--- src/design/ihp_ram.sv ---
// ----------------------------------------------------------------------------
// ihp_ram
// Generic RAM: one write port, two read ports, registered read data.
// ----------------------------------------------------------------------------
module ihp_ram #(
    parameter int WIDTH = 8,
    parameter int DEPTH = 16
) (
    input  logic                     clk,
    input  logic                     we,
    input  logic [$clog2(DEPTH)-1:0] waddr,
    input  logic [WIDTH-1:0]         wdata,
    input  logic [$clog2(DEPTH)-1:0] raddr_a,
    output logic [WIDTH-1:0]         rdata_a,
    input  logic [$clog2(DEPTH)-1:0] raddr_b,
    output logic [WIDTH-1:0]         rdata_b
);

    logic [WIDTH-1:0] mem [DEPTH];

    // write and registered reads
    always_ff @(posedge clk)
    begin
        if (we)
        begin
            mem[waddr] <= wdata;
        end
        rdata_a <= mem[raddr_a];
        rdata_b <= mem[raddr_b];
    end

endmodule

--- config.mk ---
export PLATFORM = sky130hd
export DESIGN_NAME = ihp_ram
export DESIGN_NICKNAME = d
export VERILOG_FILES = /design/src/design/ihp_ram.sv
export SDC_FILE = /design/constraint.sdc
export NUM_CORES = 1
export LEC_CHECK = 0
export BUFFER_PORTS_ARGS = -buffer_cell sky130_fd_sc_hd__buf_2
export CAP_MARGIN = 20
export CORE_ASPECT_RATIO = 0.75
export CORE_MARGIN = 4
export CORE_UTILIZATION = 45
export CTS_CLUSTER_DIAMETER = 120
export DETAILED_ROUTE_END_ITERATION = 7
export PLACE_DENSITY_LB_ADDON = 0.3
export SLEW_MARGIN = 40
export SYNTH_ARGS = -nofsm -noshare
export SYNTH_HDL_FRONTEND = slang
export SYNTH_SLANG_ARGS = --single-unit
--- constraint.sdc ---
create_clock -name clk -period 3.26 [get_ports clk]
set_input_delay 0.163 -clock clk [delete_from_list [all_inputs] [get_ports clk]]
set_output_delay 0.163 -clock clk [all_outputs]
set_load 0.1 [all_outputs]
; ---- Yosys cells after proc, flatten, opt, wreduce, memory -nomap -nowiden
; Memory sizes are Yosys's and may differ from the RTL's. A register that Yosys moved wholly into a read port is not among the register bits.
; Index checks and enable logic that the tools add are counted.
[op_classes]
muxes = 2
[ops]
columns = operator, n
row1 = 1-bit 2-to-1 mux, 2
[totals]
register_bits = 0
mem_bits_rw = 128
in_bits = 22
out_inout_bits = 16
memories = 1
[mem_list]
columns = name, depth, word_bits, rd, rd_ports_with_merged_regs, write_ports, line
row1 = mem, 16, 8, 2, 2, 1, 19  ; logic [WIDTH-1:0] mem [DEPTH];

; ---- Logic depth before layout (Yosys ltp)
; Gate-level depths: netlist of run 1.
[logic_depth]
depth_word = 2
depth_mapped = 5
mapped_depth_nobuf = 3

; ---- Worst setup path before layout of run 1
; OpenSTA, ideal clock, no wires.
[synth_timing]
path_kind = input to register
start = input port waddr[2]
end = memory mem[0][0] (enable)
setup_ns = 0.383
arrival_time_ns = 1.273
t_required_ns = 2.877
setup_slack_ns = 1.604
path_stages = 2
cell_sequence = or3b_2 > nor3_1
[synth_rtl]
columns = item, line
row1 = from (decl), 11  ; input logic [$clog2(DEPTH)-1:0] waddr,
row2 = to (decl), 19
; Straight into the memory's write port.

==> impl_metrics.csv, run 1 <==
group,metric,value,unit
run_status,status,"finished, final reports clean",
yosys,syn_area_per_cell,20.67,sq um
global_routing,grtUsageTotal,17.30,%
floorplan,start_util,46.16,%
worst_setup_path,cp_slowest_cell,"buf_2",
floorplan,io_pins,38,
detailed_routing,wire_per_inst,24.90,um
global_routing,grt-ovfl-total,0,
clocking,cts_setup_buffers,0,
cells_and_area,final_cell_mix,"edfxtp_1, buf_2, mux4_2",
clocking,numCtsBuffers,17,
timing,setup_viol,0,
clocking,cts_tree,"built",
yosys,synth_cell_types,20,
timing,timing.final.hold_violations,0,
run,cap_violations,0,
cells_and_area,multi_input_area,2037,sq um
timing,timing.final.ws_setup,1.637,ns
timing,slew_headroom,43.54,%
worst_setup_path,critPathKind,"in2reg",
placed_design,port_buffers,37,
clocking,cts.repair.resized,0,
worst_setup_path,slowest_delay,0.56,ns
detailed_routing,ant_nets,0,
cells_and_area,fill_cells,1068,
pwr,power.density,605.8,nW/um^2
worst_setup_path,cp.arrival,1.92,ns
cells_and_area,seqCellArea,4164,sq um
yosys,netlist_area,6346,sq um
global_routing,grt_pass1_wl,20000,um
global_routing,grt_pass1_vias,3341,
yosys,ys_warn_count,0,
yosys,synth-seq-cells,144,
floorplan,core_area,13750,sq um
placed_design,dpl.hpwl,8785,um
timing,fin_crit,1.623,ns
cells_and_area,layout_commonest_cell,"edfxtp_1",
timing,rsz0062_at_grt,"false",
placed_design,dp_slack,1.176,ns
worst_setup_path,crit_path_cell_trace,"buf_2 > buf_4 > mux4_2 > a22oi_1 > nand2_1",
timing,tns,0,ns
worst_setup_path,critical_path_buf_inv_count,2,
clocking,clkTransAtPathRegs,0.06,ns
cells_and_area,drive_gt1_share,32.79,%
clocking,htree_num_levels,4,
floorplan,die-area,16090,sq um
detailed_routing,drtPass1Iterations,5,
clocking,clk_path_buf_depth,2,
cells_and_area,layout.nets,375,
cells_and_area,diodes,0,
timing,period_share,49.79,%
global_routing,antenna_found_initial,0,
worst_setup_path,cp_top_family,"buffers and inverters",
detailed_routing,drc,0,
detailed_routing,wl,13470,um
worst_setup_path,cp.required,3.55,ns
cells_and_area,area_delta_synth_final,14.12,%
floorplan,die_y,110.8,um
floorplan,die_x,145.1,um
pwr,ir_drop,329.0,uV
clocking,worstSkewPairLatency,0.41,ns
timing,timing.fmax,0.6160,GHz
timing,finalMaxSlewViolations,0,
global_routing,grt_max_degree,33,
timing,worst-slew-pin-transition,0.8452,ns
yosys,synth_seq_area_share,65.62,%
worst_setup_path,worstSetupEndpointType,"flip-flop",
worst_setup_path,path_max_fanout,22,
yosys,synth_nets,329,
worst_hold_path,min_path_type,"in2reg",
clocking,cts_root_buf,"clkbuf_16",
yosys,syn_inst,307,
clocking,cts.sinks,144,
detailed_routing,viasPerCell,6.033,
timing,fin_skew,0.008892,ns
placed_design,globalplace.congestion,0.7894,
detailed_routing,drt-initial-drc-count,307,
floorplan,rows,37,
worst_setup_path,cp-start-kind,"input pin",
clocking,cts_hold_buf,0,
pwr,p_leak,0.002473,uW
timing,whs,0.1308,ns
detailed_routing,via_count,3264,
[Yosys cell counts]
cell type,number,area [sq um]
edfxtp_1,128,3844
mux4_2,34,765.7
a22oi_1,32,240.2
mux4_1,28,735.7
nand2_1,17,63.81
dfxtp_1,16,320.3
nor2_1,14,52.55
buf_2,6,30.03
buf_6,6,67.56
clkdlybuf4s25_2,6,60.06
nor3_1,4,20.02
and2_1,2,12.51
and2b_1,2,15.01
buf_4,2,15.01
mux4_4,2,50.05
nand2b_1,2,12.51
nand3b_1,2,15.01
nor2b_1,2,12.51
nand3_1,1,5.000
or3b_2,1,8.760
[area by class of cell]
class | count | area share (%)
Sequential cell | 144 | 57.50
Timing Repair Buffer | 47 | 3.594
Multi-Input combinational cell | 143 | 28.13
Clock buffer | 26 | 6.617
Tap cell | 175 | 3.023
Clock inverter | 6 | 1.140
[metal layers]
metal | global-route usage [%] | vias up | part of all wire (%)
met5 | 0 | - | 0
met4 | 5.123 | 0 | 1.4
met3 | 5.476 | 18 | 6.7
met2 | 26.31 | 124 | 47
met1 | 24.23 | 1689 | 45
li1 | - | 1433 | -
[where the power goes]
part / internal, uW / switching, uW / leakage [uW]
clock: 1160 / 674 / 0.000272
combinational: 136 / 326 / 0.000910
sequential: 2070 / 21.2 / 0.00129
[path summary, 6_finish.rpt]
check                                start          to  slack [ns]  depth (start not counted)
worst min-delay path              wdata[4]   mem[6][4]        0.13                          1
worst max-delay path            raddr_b[0]  rdata_b[6]        1.64                          5
worst min register to register  mem[14][2]  rdata_b[2]        0.69                          3
worst max register to register   mem[0][7]  rdata_b[7]        1.80                          3
[worst reg2reg max path: stages (launching register included)]
cell	delay [ns]
edfxtp_1	0.40
mux4_4	0.61
a22oi_1	0.27
nand2_1	0.08
[stage by stage]
step | total power [uW] | cell area [sq um] | util [%] | std cells
4_1_cts | 4422 | 7237 | 52.63 | 541
5_1_grt | 4540 | 7242 | 52.67 | 541
3_5_place_dp | 2589 | 6675 | 48.55 | 509
6_report | 4387 | 7242 | 52.67 | 541
2_1_floorplan | 2476 | 6346 | - | 307
3_3_place_gp | 2582 | 6653 | 48.38 | 509
[state kept, by name (all words and copies together), names as in the netlist]
| register | flops |
|---|---|
| rdata_b | 8 |
| mem | 128 |
| rdata_a | 8 |
[cell families (layout without fill, tap and decap cells)]
group	count (synthesis)	count (layout)	synth area share, %
DFF	144	144	65.62
muxes	64	64	24.45
AOI/OAI and AO/OA	32	32	3.785
buffers and inverters	20	79	2.721
and+or+nand+nor	47	47	3.430
No activity file was read; power rests on OpenSTA's default activity.
==> inputs of run 2 (changes only) <==
- clock period: 3.26 -> 1.5 ns (I/O delays scaled with it)
==> run 2 against run 1 <==
  * Sequential share of layout area fell by 2.5 points
  * Highest routed layer unchanged
  * Hold slack got worse by 0.099 ns
  * Clock power rose by 150%
  * Routed wire length rose by 12%
  * Utilization rose by 2.4 points
  * Clock skew fell by 0.0015 ns
  * Flip-flop and latch count did not move
  * Register-to-register slack got worse by 1.7 ns
  * Critical path depth fell by 2
  * Final cell count rose by 4.4%
  * Die area did not move
  * First-iteration DRC count rose by 17%
==> impl_metrics.csv, run 2 (same netlist as run 1, synthesis figures left out) <==
group,metric,value,unit
run_status,status,"finished, final reports clean",
floorplan,start_util,46.16,%
timing,period_share,95.28,%
detailed_routing,wire_per_inst,26.64,um
clocking,cts_setup_buffers,0,
clocking,cts_hold_buf,0,
timing,finalMaxSlewViolations,0,
clocking,cts_tree,"built",
detailed_routing,viasPerCell,6.280,
worst_setup_path,path_max_fanout,2,
detailed_routing,drtPass1Iterations,5,
pwr,power.density,1348,nW/um^2
clocking,clkTransAtPathRegs,0.06,ns
global_routing,grt_pass1_vias,3616,
worst_setup_path,cp-start-kind,"flip-flop",
timing,setup_viol,0,
global_routing,grtUsageTotal,19.45,%
cells_and_area,largest_register_ffs,128,
timing,timing.final.hold_violations,0,
timing,fin_skew,0.007395,ns
placed_design,dpl.hpwl,9714,um
worst_setup_path,cp_top_family,"multiplexers",
worst_setup_path,critical_path_buf_inv_count,0,
cells_and_area,area_delta_synth_final,19.34,%
worst_setup_path,cp.arrival,1.73,ns
clocking,cts.sinks,144,
clocking,clk_path_buf_depth,2,
cells_and_area,final_cells,565,
pwr,ir_drop,709.3,uV
floorplan,core_area,13750,sq um
timing,whs,0.03165,ns
timing,worst-slew-pin-transition,0.6546,ns
detailed_routing,drt-initial-drc-count,358,
global_routing,grt_pass1_wl,22410,um
placed_design,port_buffers,37,
pwr,p_leak,0.002678,uW
timing,tns,0,ns
placed_design,globalplace.congestion,0.8461,
worst_setup_path,worstSetupEndpointType,"flip-flop",
clocking,cts_root_buf,"clkbuf_16",
cells_and_area,top_register,"mem",
cells_and_area,diodes,0,
run,cap_violations,0,
worst_setup_path,cp.required,1.81,ns
floorplan,die_x,145.1,um
detailed_routing,ant_nets,0,
timing,rsz0062_at_grt,"false",
detailed_routing,drc,0,
clocking,numCtsBuffers,17,
global_routing,grt_max_degree,33,
global_routing,grt-ovfl-total,0,
global_routing,antenna_found_initial,0,
cells_and_area,drive_gt1_share,36.67,%
clocking,cts.repair.resized,0,
timing,timing.fmax,0.6997,GHz
detailed_routing,wl,15050,um
cells_and_area,layout_commonest_cell,"edfxtp_1",
worst_hold_path,min_path_type,"in2reg",
clocking,htree_num_levels,4,
cells_and_area,fill_cells,1043,
clocking,worstSkewPairLatency,0.42,ns
timing,fin_crit,1.429,ns
timing,slew_headroom,56.16,%
worst_setup_path,slowest_delay,0.62,ns
floorplan,die-area,16090,sq um
cells_and_area,final_cell_mix,"edfxtp_1, buf_2, mux4_2",
worst_setup_path,critPathKind,"reg2reg",
cells_and_area,layout.nets,399,
placed_design,placed_cells,533,
worst_setup_path,crit_path_cell_trace,"mux4_4 > a22oi_2 > nand2_1",
detailed_routing,via_count,3548,
worst_setup_path,cp_slowest_cell,"mux4_4",
floorplan,die_y,110.8,um
floorplan,rows,37,
cells_and_area,reg_top3,"mem: 128 flops, rdata_a: 8 flops, rdata_b: 8 flops",
floorplan,io_pins,38,
run 2: changes by cell type in the layout (fill, tap and decap cells not counted), sizes merged:
cell,previous run,this run
bufinv,2,5
clkinvlp,1,0
clkinv,3,6
clkbuf,26,21
buf,47,71
run 2: power by group:
part           switching, uW  internal [uW]  total [uW]
Combinational            726            340        1070
Sequential              46.9           4490        4540
Clock                   1570           3030        4600
run 2: worst paths after layout:
check | from | to | slack [ns] | cells past startpoint
min reg2reg | mem[7][7] | rdata_b[7] | 0.69 | 3
min | wdata[6] | mem[8][6] | 0.03 | 1
max | mem[3][0] | rdata_a[0] | 0.07 | 3
max reg2reg | mem[3][0] | rdata_a[0] | 0.07 | 3
run 2: area by class of cell:
type	count	area [sq um]	share of cell area, %
Tap cell	175	219.0	2.891
Clock inverter	11	187.7	2.478
Multi-Input combinational cell	143	2027	26.76
Clock buffer	21	460.4	6.080
Sequential cell	144	4164	54.98
Timing Repair Buffer	71	515.5	6.807
run 2: through the flow:
step | total power, uW | worst slack (ns) | utilization [%] | cell area [sq um]
3_3_place_gp | 5665 | 0.02304 | 50.28 | 6913
4_1_cts | 10280 | 0.04541 | 55.05 | 7569
3_5_place_dp | 5684 | 0.02450 | 50.33 | 6920
6_report | 10210 | 0.07075 | 55.08 | 7574
5_1_grt | 10540 | 0.02531 | 55.08 | 7574
2_1_floorplan | 5382 | 0.1589 | - | 6351
run 2: layer usage:
| metal | global-route usage [%] | wire length [um] |
|---|---|---|
| met5 | 0 | 0 |
| met4 | 5.882 | 195 |
| met3 | 5.435 | 1445 |
| met2 | 29.03 | 6998 |
| met1 | 28.16 | 6411 |
